`src/design/sek_pkg.sv`:
```
// Shared types, constants and arithmetic helpers for the SE kernel element.
package sek_pkg;

  localparam int MAX_DIMS_DEF = 64;
  localparam logic [24:0] LOG2E_Q24 = 25'd24204406;
  localparam logic [47:0] W_CAP = 48'h8000_0000_0000;
  localparam logic [29:0] ZERO30 = 30'd0;
  localparam logic [31:0] ONE_Q30 = 32'h4000_0000;

  localparam logic [1:0] REG_LOG_LENGTH = 2'd0;
  localparam logic [1:0] REG_LOG_SIGNAL = 2'd1;
  localparam logic [1:0] REG_LOG_NOISE  = 2'd2;

  typedef struct packed {
    logic full;
    logic empty;
  } fifo_status_t;

  function automatic logic [63:0] isqrt64(input logic [63:0] xin);
    logic [63:0] x;
    logic [63:0] r;
    logic [63:0] b;
    x = xin;
    r = 64'd0;
    b = 64'h4000_0000_0000_0000;
    for (int n = 0; n < 32; n++) begin
      if (x >= r + b) begin
        x = x - (r + b);
        r = (r >> 1) + b;
      end else begin
        r = r >> 1;
      end
      b = b >> 2;
    end
    return r;
  endfunction

  function automatic logic [511:0] pow2_table();
    logic [511:0] tab;
    logic [63:0] c;
    tab = '0;
    c = 64'h8000_0000;
    for (int i = 0; i < 16; i++) begin
      c = isqrt64(c << 30);
      tab[i*32 +: 32] = c[31:0];
    end
    return tab;
  endfunction

  localparam logic [511:0] POW2_TAB = pow2_table();

  // h * 2 * log2(e), Q4.12 in, Q16 out, floor rounding
  function automatic logic signed [22:0] twice_log2(input logic signed [16:0] h);
    logic signed [43:0] p;
    p = $signed({h, 1'b0}) * $signed({1'b0, LOG2E_Q24});
    return p[42:20];
  endfunction

  function automatic logic [31:0] exp2_q16(input logic signed [32:0] vi,
                                            input logic [31:0] m);
    logic signed [33:0] rs;
    logic [31:0] res;
    rs = 34'sd14 - {vi[32], vi};
    if (vi >= 33'sd16) res = 32'hFFFF_FFFF;
    else if (vi >= 33'sd14) res = m << vi[0];
    else if (rs >= 34'sd32) res = 32'd0;
    else res = m >> rs[4:0];
    return res;
  endfunction

endpackage

```
`src/design/sek_fifo.sv`:
```
// Two-entry queue between the accumulate front and the exponent back.
module sek_fifo #(
  parameter int WIDTH = 40
) (
  input  logic                 clk,
  input  logic                 rst,
  input  logic                 push,
  input  logic [WIDTH-1:0]     wdata,
  input  logic                 pop,
  output logic [WIDTH-1:0]     rdata,
  output sek_pkg::fifo_status_t status
);
  logic [WIDTH-1:0] mem [2];
  logic wptr;
  logic rptr;
  logic [1:0] count;

  always_ff @(posedge clk) begin
    if (push) mem[wptr] <= wdata;
  end

  always_ff @(posedge clk) begin
    if (rst) begin
      wptr  <= 1'b0;
      rptr  <= 1'b0;
      count <= 2'd0;
    end else begin
      if (push) wptr <= ~wptr;
      if (pop) rptr <= ~rptr;
      count <= count + {1'b0, push} - {1'b0, pop};
    end
  end

  assign rdata = mem[rptr];
  assign status.full = (count == 2'd2);
  assign status.empty = (count == 2'd0);
endmodule

```
`config.mk`:
```
export PLATFORM = sky130hd
export DESIGN_NAME = sek_fifo
export DESIGN_NICKNAME = d
export VERILOG_FILES = /design/src/design/sek_pkg.sv /design/src/design/sek_fifo.sv
export SDC_FILE = /design/constraint.sdc
export NUM_CORES = 1
export LEC_CHECK = 0
export ABC_AREA = 1
export BUFFER_PORTS_ARGS = -buffer_cell sky130_fd_sc_hd__buf_4
export CORE_MARGIN = 2
export CORE_UTILIZATION = 51
export DETAILED_ROUTE_END_ITERATION = 8
export PLACE_DENSITY = 0.84
export SYNTH_ARGS = -nofsm -noshare
export SYNTH_HDL_FRONTEND = slang
export SYNTH_SLANG_ARGS = --single-unit
```
`constraint.sdc`:
```
create_clock -name clk -period 3.3 [get_ports clk]
set_clock_uncertainty 0.15 [all_clocks]
set_input_delay 0.66 -clock clk [delete_from_list [all_inputs] [get_ports clk]]
set_output_delay 0.66 -clock clk [all_outputs]
set_load 0.05 [all_outputs]
```
==> impl_metrics.tcl <==
set metrics [dict create \
    hp-class "input pin to register" \
    synth-compound-area-share 0.00160 \
    routed_wl_um 5240 \
    reg2regPathDepth 2 \
    synth_adder_area_share 0.00802 \
    ys_seq_elements 85 \
    synth_edf_count 80 \
    cts_setup_buffers 0 \
    cellLeakagePower_nw 1.56 \
    syn_nets 201 \
    required_ns 2.49 \
    outcome "complete, no violations" \
    ant_nets 0 \
    fmax_mhz 396 \
    yosys.area_share.simple 0.0176 \
    synth_area_um2 3120 \
    cp_data_arrival_time_ns 1.71 \
    hold_path_depth 1 \
    wire_per_inst_um 15.9 \
    rsz0062_at_grt "no" \
    grt_use_met1 0.189 \
    dpl.cell_count 314 \
    numCtsBuffers 9 \
    portBuffers 85 \
    synthArstFlopShare 0 \
    relSlewSlack 0.592 \
    vias 1639 \
    yosysMostFrequentCell "edfxtp_1" \
    cts_resized 0 \
    cts.path.max_buffers 2 \
    ios 86 \
    tightestPinTransition_ns 0.611 \
    grt_pass1_vias 1594 \
    cts_num_sinks 85 \
    clkSlewWorstSetupHoldPaths_ns 0.08 \
    drtIter0Drc 109 \
    critPathKind "register to primary output" \
    synth_warnings 0 \
    synth_top_family_by_area "multiplexers" \
    grt-ovfl-total 0 \
    diodes 0 \
    finalSetupViolations 0 \
    die_w_um 82.2 \
    fin_cells 330 \
    tns_ns 0 \
    worstSkewPairLatency_ns 0.33 \
    seq_area_frac_synth 0.802 \
    synth_common_cells "edfxtp_1, mux2_2, inv_1, nor2_1, dfxtp_1" \
    synth_xor_xnor_area_share 0.00281 \
    fin_total_pwr_mw 2.48 \
    grt_usage 0.153 \
    dpl.hpwl_um 3470 \
    synth_area_leaders "edfxtp_1, mux2_2, dfxtp_1, buf_6, inv_1" \
    die-area_um2 6760 \
    core-area_um2 5920 \
    grt_pass1_wl_um 7400 \
    ir_worst_vdd_mv 0.392 \
    final_layout_size_suffix_gt1_frac 0.557 \
    use_met3 0.0348 \
    drcViolationCount 0 \
    top_usage_layer "met2" \
    syn_to_final_growth_pct 30.0 \
    initial_core_util 0.527 \
    period_share 0.764 \
    cap_violations 0 \
    synth_top_area_share 0.770 \
    met2_usage 0.254 \
    synth_mux_area_frac 0.144 \
    rows 28 \
    cts_hold_buf 0 \
    final_hold_viol_count 0 \
    cts_tree "yes" \
    synth_cells 155 \
    powerDensity_nw_per_um2 612 \
    drv_slew 0 \
    synth.distinct_cells 12 \
    grt_max_degree 41 \
    postSynthAreaPerCell_um2 20.1 \
    htree_levels 3 \
    grt_antenna_before_repair 0 \
    setup.worst_path.start_class "register" \
    viasPerCell 4.97 \
    dr.pass1.iters 4 \
    ys.flop_type "edfxtp_1" \
    worstPathMaxFanout 40 \
    synth_top_area_cell "edfxtp_1" \
    gp_congestion 0.672 \
    endpoint_kind "primary output" \
    hold_slack_ns 0.357 \
    layout_min_cycle_time_ns 2.52 \
    die_y_um 82.2 \
    nets 296 \
    cts_root_buf "clkbuf_8" \
]
## layer usage
layer	vias up	wire [um]
li1	776	-
met2	46	2740
met4	0	73
met1	811	2130
met5	-	0
met3	6	301
## logic make-up after synthesis
logic type / after synthesis
and+or+nand+nor: 14
muxes: 40
adders and majority gates: 2
DFF: 85
AOI/OAI and AO/OA: 1
buffers and inverters: 12
xor gates and xnor gates: 1
## sequential cells by signal, summed over array words and instances, names as in the netlist, named ones only
register / flops
count: 2
mem: 80
rptr: 1
wptr: 1
## worst max-delay path, cell delays in order, from the launching register on
cell,delay [ns]
dfxtp_2,0.32
buf_4,0.41
mux2_2,0.41
buf_4,0.19
## power breakdown
part           switching (mW)  internal [mW]  total [mW]
Clock                   0.328          0.422       0.750
Combinational           0.305          0.168       0.472
Sequential             0.0157           1.25        1.26
## cells in the final DEF (no fill, tap or decap)
cell type and count:
xnor2_1 1, ha_1 2, a21oi_1 1, clkbuf_1 2, dfxtp_2 1, edfxtp_1 80, nor3_1 1, clkbuf_8 9
clkinv_1 2, buf_4 87, bufinv_16 2, nor2_4 1, mux2_2 40, nand2_1 4, inv_1 8, nand3_1 1
nor2_1 7, dfxtp_1 4, clkinvlp_4 1, buf_12 1
## worst paths after layout
check / from / to / slack [ns]
min reg2reg: rptr$_SDFFE_PP0P_ / rptr$_SDFFE_PP0P_ / 0.37
min: wdata[18] / mem[1][18]$_DFFE_PP_ / 0.36
max: register / rdata[10] / 0.78
max reg2reg: wptr$_SDFFE_PP0P_ / mem[0][39]$_DFFE_PP_ / 1.73
## area by class of cell
| class | instances | area [um2] |
|---|---|---|
| clock buffer | 11 | 131 |
| tap | 75 | 93.8 |
| clock inverter | 5 | 75.1 |
| inverter | 8 | 30.0 |
| timing repair buffer | 88 | 673 |
| fill | 400 | 1860 |
| multi-input combinational | 58 | 552 |
| sequential | 85 | 2500 |
## per-stage QoR
stage	worst slack, ns	instance area [um2]	utilization
detailed placement	1.14	3850	0.651
global route	0.716	4060	0.686
CTS	0.771	4060	0.686
global placement	1.14	3850	0.651
finish	0.778	4060	0.686
floorplan	0.329	3120	-
No activity file was read; power rests on OpenSTA's default activity.
