--- config.mk ---
export PLATFORM = sky130hd
export DESIGN_NAME = sek_front
export DESIGN_NICKNAME = d
export VERILOG_FILES = /design/src/design/sek_pkg.sv /design/src/design/sek_front.sv
export SDC_FILE = /design/constraint.sdc
export NUM_CORES = 1
export LEC_CHECK = 0
export BUFFER_PORTS_ARGS = -buffer_cell sky130_fd_sc_hd__buf_2
export CAP_MARGIN = 20
export CORE_MARGIN = 4
export CORE_UTILIZATION = 55
export CTS_BUF_LIST = sky130_fd_sc_hd__clkbuf_16
export DETAILED_ROUTE_END_ITERATION = 10
export PLACE_DENSITY = 0.73
export SLEW_MARGIN = 20
export SYNTH_ARGS = -nofsm -noshare
export SYNTH_HDL_FRONTEND = slang
export SYNTH_SLANG_ARGS = --single-unit
--- constraint.sdc ---
create_clock -name clk -period 19.1 [get_ports clk]
set_input_delay 2.865 -clock clk [delete_from_list [all_inputs] [get_ports clk]]
set_output_delay 2.865 -clock clk [all_outputs]
set_load 0.01 [all_outputs]
--- src/design/sek_pkg.sv ---
// Shared types, constants and arithmetic helpers for the SE kernel element.
package sek_pkg;

  localparam int MAX_DIMS_DEF = 64;
  localparam logic [24:0] LOG2E_Q24 = 25'd24204406;
  localparam logic [47:0] W_CAP = 48'h8000_0000_0000;
  localparam logic [29:0] ZERO30 = 30'd0;
  localparam logic [31:0] ONE_Q30 = 32'h4000_0000;

  localparam logic [1:0] REG_LOG_LENGTH = 2'd0;
  localparam logic [1:0] REG_LOG_SIGNAL = 2'd1;
  localparam logic [1:0] REG_LOG_NOISE  = 2'd2;

  typedef struct packed {
    logic full;
    logic empty;
  } fifo_status_t;

  function automatic logic [63:0] isqrt64(input logic [63:0] xin);
    logic [63:0] x;
    logic [63:0] r;
    logic [63:0] b;
    x = xin;
    r = 64'd0;
    b = 64'h4000_0000_0000_0000;
    for (int n = 0; n < 32; n++) begin
      if (x >= r + b) begin
        x = x - (r + b);
        r = (r >> 1) + b;
      end else begin
        r = r >> 1;
      end
      b = b >> 2;
    end
    return r;
  endfunction

  function automatic logic [511:0] pow2_table();
    logic [511:0] tab;
    logic [63:0] c;
    tab = '0;
    c = 64'h8000_0000;
    for (int i = 0; i < 16; i++) begin
      c = isqrt64(c << 30);
      tab[i*32 +: 32] = c[31:0];
    end
    return tab;
  endfunction

  localparam logic [511:0] POW2_TAB = pow2_table();

  // h * 2 * log2(e), Q4.12 in, Q16 out, floor rounding
  function automatic logic signed [22:0] twice_log2(input logic signed [16:0] h);
    logic signed [43:0] p;
    p = $signed({h, 1'b0}) * $signed({1'b0, LOG2E_Q24});
    return p[42:20];
  endfunction

  function automatic logic [31:0] exp2_q16(input logic signed [32:0] vi,
                                            input logic [31:0] m);
    logic signed [33:0] rs;
    logic [31:0] res;
    rs = 34'sd14 - {vi[32], vi};
    if (vi >= 33'sd16) res = 32'hFFFF_FFFF;
    else if (vi >= 33'sd14) res = m << vi[0];
    else if (rs >= 34'sd32) res = 32'd0;
    else res = m >> rs[4:0];
    return res;
  endfunction

endpackage

--- src/design/sek_front.sv ---
// Input side: saturating sum of squared differences, one item per cycle on accept.
module sek_front #(
  parameter int MAX_DIMS = sek_pkg::MAX_DIMS_DEF,
  parameter int DW = $clog2(MAX_DIMS) + 33
) (
  input  logic               clk,
  input  logic               rst,
  input  logic               accept,
  input  logic signed [15:0] coord_a,
  input  logic signed [15:0] coord_b,
  input  logic               same_point,
  input  logic               last_dim,
  output logic               push,
  output logic [DW:0]        push_data
);
  localparam logic [DW:0] CAP = (DW+1)'(MAX_DIMS) << 32;

  logic [DW-1:0] acc;
  logic signed [16:0] diff;
  logic signed [33:0] sq;
  logic [DW:0] sum;
  logic [DW-1:0] acc_next;

  always_comb begin
    diff = 17'(coord_a) - 17'(coord_b);
    sq = diff * diff;
    sum = {1'b0, acc} + (DW+1)'(sq[31:0]);
    acc_next = (sum >= CAP) ? CAP[DW-1:0] : sum[DW-1:0];
  end

  always_ff @(posedge clk) begin
    if (rst) acc <= '0;
    else if (accept) acc <= last_dim ? '0 : acc_next;
  end

  assign push = accept && last_dim;
  assign push_data = {same_point, acc_next};
endmodule

==> results by group, run 1 <==
Global routing
  – Gr usage total: between 20% and 30%
  – M3 GR Usage: 2.26%
  – First-pass GRT wire length: 54000 um
  – Largest net degree at the start of global routing: 45
  – Met2 usage: between 40% and 50%
  – Busiest layer in global routing: met2
  – Met1 Track Usage GR: 33.6%
  – Vias in the first global route: between 10k and 15k
  – GRT overflow: 0
  – Initial antenna violation count: 0

Die
  – Die Wd: ~170 um
  – Core ar.: roughly 24000 um2
  – Die area: roughly 27000 um2
  – Die height: between 150 and 200 um
  – Io pins: between 70 and 80
  – Row count: 57
  – Initial Util: roughly 56%

STA
  – Fmax achieved: roughly 0.056 GHz
  – Setup Skew: roughly 0.0046 ns
  – Max Slew Vio Count: 0
  – Worst slew margin: a little over a quarter
  – Final hold vios: 0
  – Setup TNS: 0 ns
  – # setup viols final: 0
  – Final worst-path cycle share: between 90 and 100%
  – Final min period: roughly 18 ns
  – RSZ-0062 raised after global routing: false
  – Worst-margin pin slew: between 1 and 1.5 ns

Synth
  – Mapped Avg Cell Area: 8.44 um2
  – Synth top area cells: fa_1 38%, ha_1 12%, inv_1 9.6%, dfxtp_1 5.7%, nor2_1 4.1%
  – Post-synth cell types: between 60 and 70
  – Cells after synthesis: about 1.6k
  – Synthesized net count: between 2k and 2.5k
  – Dominant cell type by area after synthesis: fa_1
  – Synth Flop Type: dfxtp_1
  – Post-synth top cells: 349 x inv_1, 258 x fa_1, 150 x nor2_1
  – Share of Yosys cell area claimed by the top area cell type: between 30% and 40%
  – Mapped cell area: 13600 um2
  – Total number of yosys warnings: 0
  – Register area share after synthesis: roughly 5.7%
  – Synth Register Bits: 39
  – Ys async rst share: 0%
  – Top-count cell post-synth: inv_1
  – Post-synth EDFFs: 0

Clocking
  – Clock buffer count from CTS: 5
  – Post-CTS sizing: 0
  – Clock transition at path regs: about 0.060 ns
  – Clk root buf: clkbuf_16
  – Post-CTS setup buffer count: 0
  – CTS tree: done
  – Max Root-Sink Buffers: 2
  – Hold_buf cts: 0
  – H-tree depth: 2
  – CTS sink count: 39
  – Clk Latency, worst-skew pair: 0.29 ns

Setup path
  – Worst Setup Start Kind: primary input
  – Reg-to-Reg End: acc[4]
  – Element type at the critical path end: output pin
  – CP peak stage delay: 0.70 ns
  – Reg2Reg Setup Slack: ~15 ns
  – CP max FO: 39
  – R2r worst-path depth: 13
  – Crit path to: push_data[15]
  – CP startpoint: coord_a[0]
  – Critical Path RT: roughly 16 ns
  – Worst R2R Start: acc[0]
  – CP arrival: ~15 ns
  – Slowest CP cell: xnor2_1
  – Worst setup path category: in -> out

Hold path
  – Hold Path Class: reg -> reg

Place
  – PortBufs: 75
  – DPL Wire Length: about 27000 um
  – GP Congestion: a little over 0.9

Drt
  – DR iter-0 viols: 805
  – Detail-routed net length per standard cell: roughly 16 um
  – Via count: 10.9k
  – Routed Antenna Nets: 0
  – Routed WL: between 30000 and 40000 um
  – Via-to-Cell Ratio: roughly 5.5
  – Drt pass-1 iters: 5
  – Remaining DRCs: 0

Finish
  – Top reg by flops: acc
  – Area growth from synthesis to final layout: 6.07%
  – ANT cells: 0
  – Proportion of layout cells with a drive suffix above 1: under 10%
  – Biggest regs: acc (39)
  – Post-layout net count: 2076
  – Largest register FFs: 39

Flow run
  – Max-cap violations: 0

Status
  – Status: finished, final reports clean
## layout by cell type (no fill, tap or decap), types with 3 or more instances in the layout
cell / instances
inv_1: 349
fa_1: 258
nor2_1: 150
nand2_1: 140
ha_1: 126
a21oi_1: 87
buf_2: 75
xnor2_1: 62
o21ai_0: 47
dfxtp_1: 39
a21o_1: 35
nand2b_1: 32
xor2_1: 26
nor3_1: 14
nand3_1: 14
o21a_1: 13
and3_1: 13
nand4b_1: 13
buf_4: 13
nand4_1: 11
nor2b_1: 10
o21bai_1: 9
a31oi_1: 9
or4_1: 8
a211oi_1: 7
nand3b_1: 7
nor3b_1: 5
or2_2: 5
clkbuf_16: 5
o31a_1: 4
a41oi_1: 4
o41ai_1: 4
and2_1: 4
o32ai_1: 4
nor4b_1: 3
and4_1: 3
o31ai_1: 3
o2111ai_1: 3
o22ai_1: 3
or3b_2: 3
## routing by layer
layer  vias to the layer above  share of wire (%)
met5                         -                  0
met4                         0                1.6
met3                        44                5.7
met2                       325                 50
met1                      5333                 42
li1                       5163                  -
## area by class of cell
class,instances,area (um2)
Clock inverter,2,37.5
Clock buffer,5,125
Multi-Input combinational cell,1169,11300
Inverter,352,1320
Fill cell,2200,9880
Sequential cell,39,781
Timing Repair Buffer,88,473
Tap cell,324,405
## cells by family (layout without fill, tap and decap cells)
kind of cell	count (synthesis)	count (layout)	share of synthesized area, %
adder cells (fa/ha/maj)	384	384	49.5
AO/OA/AOI/OAI	251	251	11.9
AND/OR/NAND/NOR	443	443	15.6
buffers and inverters	406	447	11.3
multiplexers	2	2	0.147
XOR/XNOR	89	89	5.83
flip-flops	39	39	5.73
## worst min-delay path by stage
stage / depth (start not counted) / startpoint / end
after global placement: 2 / acc[10] / acc[10]
after detailed placement: 2 / acc[2] / acc[2]
after global routing: 2 / acc[13] / acc[13]
after CTS: 2 / acc[2] / acc[2]
final: 2 / acc[9] / acc[9]
after floorplan: 2 / acc[0] / acc[0]
## critical path: cells and delay by family
| family | cells | cell delay (ns) |
|---|---|---|
| fa+ha+maj | 10 | 4.36 |
| compound gates | 16 | 3.56 |
| simple gates | 7 | 1.59 |
| buf+inv | 10 | 1.43 |
| xor+xnor | 2 | 1.19 |
## stage by stage
stage / util, % / cell area (um2) / hold WS (ns) / instances / worst slack (ns)
after floorplan: - / 13600 / 0.450 / 1614 / 2.89
after global placement: 58.7 / 14300 / 0.459 / 1972 / 1.71
after detailed placement: 58.7 / 14300 / 0.460 / 1972 / 1.36
after CTS: 59.4 / 14400 / 0.470 / 1979 / 1.32
after global routing: 59.4 / 14400 / 0.490 / 1979 / 0.473
final: 59.4 / 14400 / 0.471 / 1979 / 1.21
Power of run 1 is not shown: default switching activity piles up to over one toggle a cycle in this logic, so the estimate is an artifact.
==> inputs of run 2 (changes only) <==
--- a/config.mk
+++ b/config.mk
@@ -5,7 +5,7 @@
 export SDC_FILE = /design/constraint.sdc
 export NUM_CORES = 1
 export LEC_CHECK = 0
-export BUFFER_PORTS_ARGS = -buffer_cell sky130_fd_sc_hd__buf_2
+export BUFFER_PORTS_ARGS = -buffer_cell sky130_fd_sc_hd__buf_4
 export CAP_MARGIN = 20
 export CORE_MARGIN = 4
 export CORE_UTILIZATION = 55
==> constraint.sdc (replaced) <==
create_clock -name clk -period 19.4 [get_ports clk]
set_input_delay 2.91 -clock clk [delete_from_list [all_inputs] [get_ports clk]]
set_output_delay 2.91 -clock clk [all_outputs]
set_load 0.02 [all_outputs]
==> run 2 against run 1 <==
Against the previous run: core utilization increased by 0.83 points; first-iteration DRC count decreased by 13%; highest routed layer unchanged; clock skew decreased by 0.00080 ns; critical path type unchanged; via count decreased by 0.42%.
==> results by group, run 2 (same netlist as run 1, synthesis figures left out) <==
Setup path
  – Worst Setup Start Kind: primary input
  – Critical path's top delay family: adder cells
  – Critical Path RT: 16.49 ns (+0.26 ns)
  – Reg-to-Reg End: acc[25]
  – CP max FO: 48 (+23%)
  – Buf/Inv on CP: 10 (unchanged)
  – CP peak stage delay: 0.68 ns (-0.02 ns)
  – R2r worst-path depth: 13 (unchanged)
  – Reg2Reg Setup Slack: 15.25 ns (+0.60 ns)
  – Worst R2R Start: acc[0]
  – Element type at the critical path end: output pin
  – Slowest CP cell: xnor2_1
  – CP arrival: 14.88 ns (-0.14 ns)
  – Worst setup path category: in -> out

Die
  – Die Wd: 165 um (unchanged)
  – Row count: 57 (unchanged)
  – Io pins: 78 (unchanged)
  – Die height: 165 um (unchanged)
  – Core ar.: 24300 um2 (unchanged)
  – Initial Util: 56.0% (unchanged)
  – Die area: 27300 um2 (unchanged)

Finish
  – Fill cells: 2164 (-1.6%)
  – ANT cells: 0 (unchanged)
  – Post-layout net count: 2074 (-0.096%)
  – Proportion of layout cells with a drive suffix above 1: 6.59% (-0.056 points)
  – Commonest non-fill, non-tap cell in the layout: inv_1
  – Largest register FFs: 39 (unchanged)
  – Biggest regs: acc (39)
  – Final instance area: 14600 um2 (+1.4%)
  – Most frequent cells in the layout: 349 x inv_1, 258 x fa_1, 150 x nor2_1
  – Area growth from synthesis to final layout: 7.56%
  – Top reg by flops: acc

Global routing
  – Busiest layer in global routing: met2
  – Largest net degree at the start of global routing: 49 (+8.9%)
  – Initial antenna violation count: 0 (unchanged)
  – Gr usage total: 24.0% (-0.21 points)
  – Vias in the first global route: 11.0k (-1.6%)
  – First-pass GRT wire length: 53100 um (-1.6%)
  – Met2 usage: 42.2% (about the same)
  – GRT overflow: 0 (unchanged)
  – Met1 Track Usage GR: 32.9% (-0.72 points)
  – M3 GR Usage: 2.53% (+0.27 points)

STA
  – RSZ-0062 raised after global routing: false
  – Fmax achieved: approximately 0.056 GHz
  – Worst-margin pin slew: 1.05 ns (-0.0406 ns)
  – Worst slew margin: 29.3% (+2.7 points)
  – Final min period: about 18 ns
  – Setup TNS: 0 ns (unchanged)
  – Hold WS: 0.473 ns (+0.00165 ns)
  – Setup Skew: 0.00385 ns (-0.000801 ns)
  – Final hold vios: 0 (unchanged)
  – Worst setup margin: 1.61 ns (+0.398 ns)
  – # setup viols final: 0 (unchanged)
  – Final worst-path cycle share: about nine tenths
  – Max Slew Vio Count: 0 (unchanged)

Clocking
  – Clk Latency, worst-skew pair: 0.29 ns (about the same)
  – Max Root-Sink Buffers: 2 (unchanged)
  – CTS tree: done
  – Clock buffer count from CTS: 5 (unchanged)
  – Clock transition at path regs: 0.06 ns (about the same)
  – CTS sink count: 39 (unchanged)
  – H-tree depth: 2 (unchanged)
  – Post-CTS setup buffer count: 0 (unchanged)
  – Hold_buf cts: 0 (unchanged)
  – Post-CTS sizing: 0 (unchanged)
  – Clk root buf: clkbuf_16

Flow run
  – Max-cap violations: 0 (unchanged)

Hold path
  – Worst Hold Launch: acc[10]
  – Worst Hold Depth: 2 (unchanged)
  – Hold Path Sink: acc[10]
  – Hold Path Class: reg -> reg

Place
  – DP Area: 14500 um2 (+1.2%)
  – DPL Wire Length: 26700 um (-0.31%)
  – GP Congestion: 0.915 (-0.69%)
  – Dpl ws: 1.74 ns (+0.382 ns)
  – PortBufs: 75 (unchanged)

Drt
  – Routed Antenna Nets: 0 (unchanged)
  – Via count: 10.8k (-0.42%)
  – Remaining DRCs: 0 (unchanged)
  – Routed WL: 31600 um (+0.28%)
  – DR iter-0 viols: 701 (-13%)
  – Via-to-Cell Ratio: 5.47 (-0.37%)
  – Detail-routed net length per standard cell: 16.0 um (+0.33%)
  – Drt pass-1 iters: 5 (unchanged)

Status
  – Status: finished, final reports clean
-- run 2: cell types whose count changed in the layout (fill, tap and decap cells not counted) --
| cell | before | now |
|---|---|---|
| buf_2 | 75 | 0 |
| bufinv_16 | 1 | 2 |
| buf_4 | 13 | 86 |
-- run 2: cell type report --
cell class / count / area, um2 / share of cell area (%)
clock buffers: 5 / 125 / 0.854
clock inverters: 3 / 67.6 / 0.461
inverters: 352 / 1320 / 9.04
multi-input cells: 1169 / 11300 / 77.1
flip-flops and latches: 39 / 781 / 5.33
well taps: 324 / 405 / 2.77
repair buffers: 86 / 646 / 4.41
-- run 2: worst max path at each step --
| stage | slack [ns] | cells after the start | from | end |
|---|---|---|---|---|
| floorplan | 2.95 | 47 | coord_b[2] | push_data[29] |
| global placement | 1.87 | 46 | coord_a[0] | push_data[14] |
| global route | 0.94 | 46 | coord_a[0] | push_data[15] |
| detailed placement | 1.74 | 46 | coord_a[0] | push_data[15] |
| finish | 1.61 | 45 | coord_a[0] | push_data[15] |
| CTS | 1.72 | 45 | coord_a[0] | push_data[15] |
-- run 2: per-stage QoR --
stage	std cells	util, %
3_5_place_dp	1970	59.4
6_report	1978	60.2
5_1_grt	1978	60.2
4_1_cts	1978	60.2
2_1_floorplan	1614	-
3_3_place_gp	1970	59.4
-- run 2: metal layers --
layer  vias to the layer above  wire length [um]
met5                         -                 0
met4                         0               545
li1                       5160                 -
met3                        46              1830
met2                       337             16100
met1                      5276             13100
-- run 2: worst reg2reg max path: cells and delay by family, from the launching register on --
kind,cells,cell delay [ns]
AO/OA/AOI/OAI,6,1.75
adder cells (fa/ha/maj),2,0.47
buffers and inverters,1,0.31
flip-flops,1,0.31
AND/OR/NAND/NOR,4,1.22
Power of run 2 is left out for the same reason.
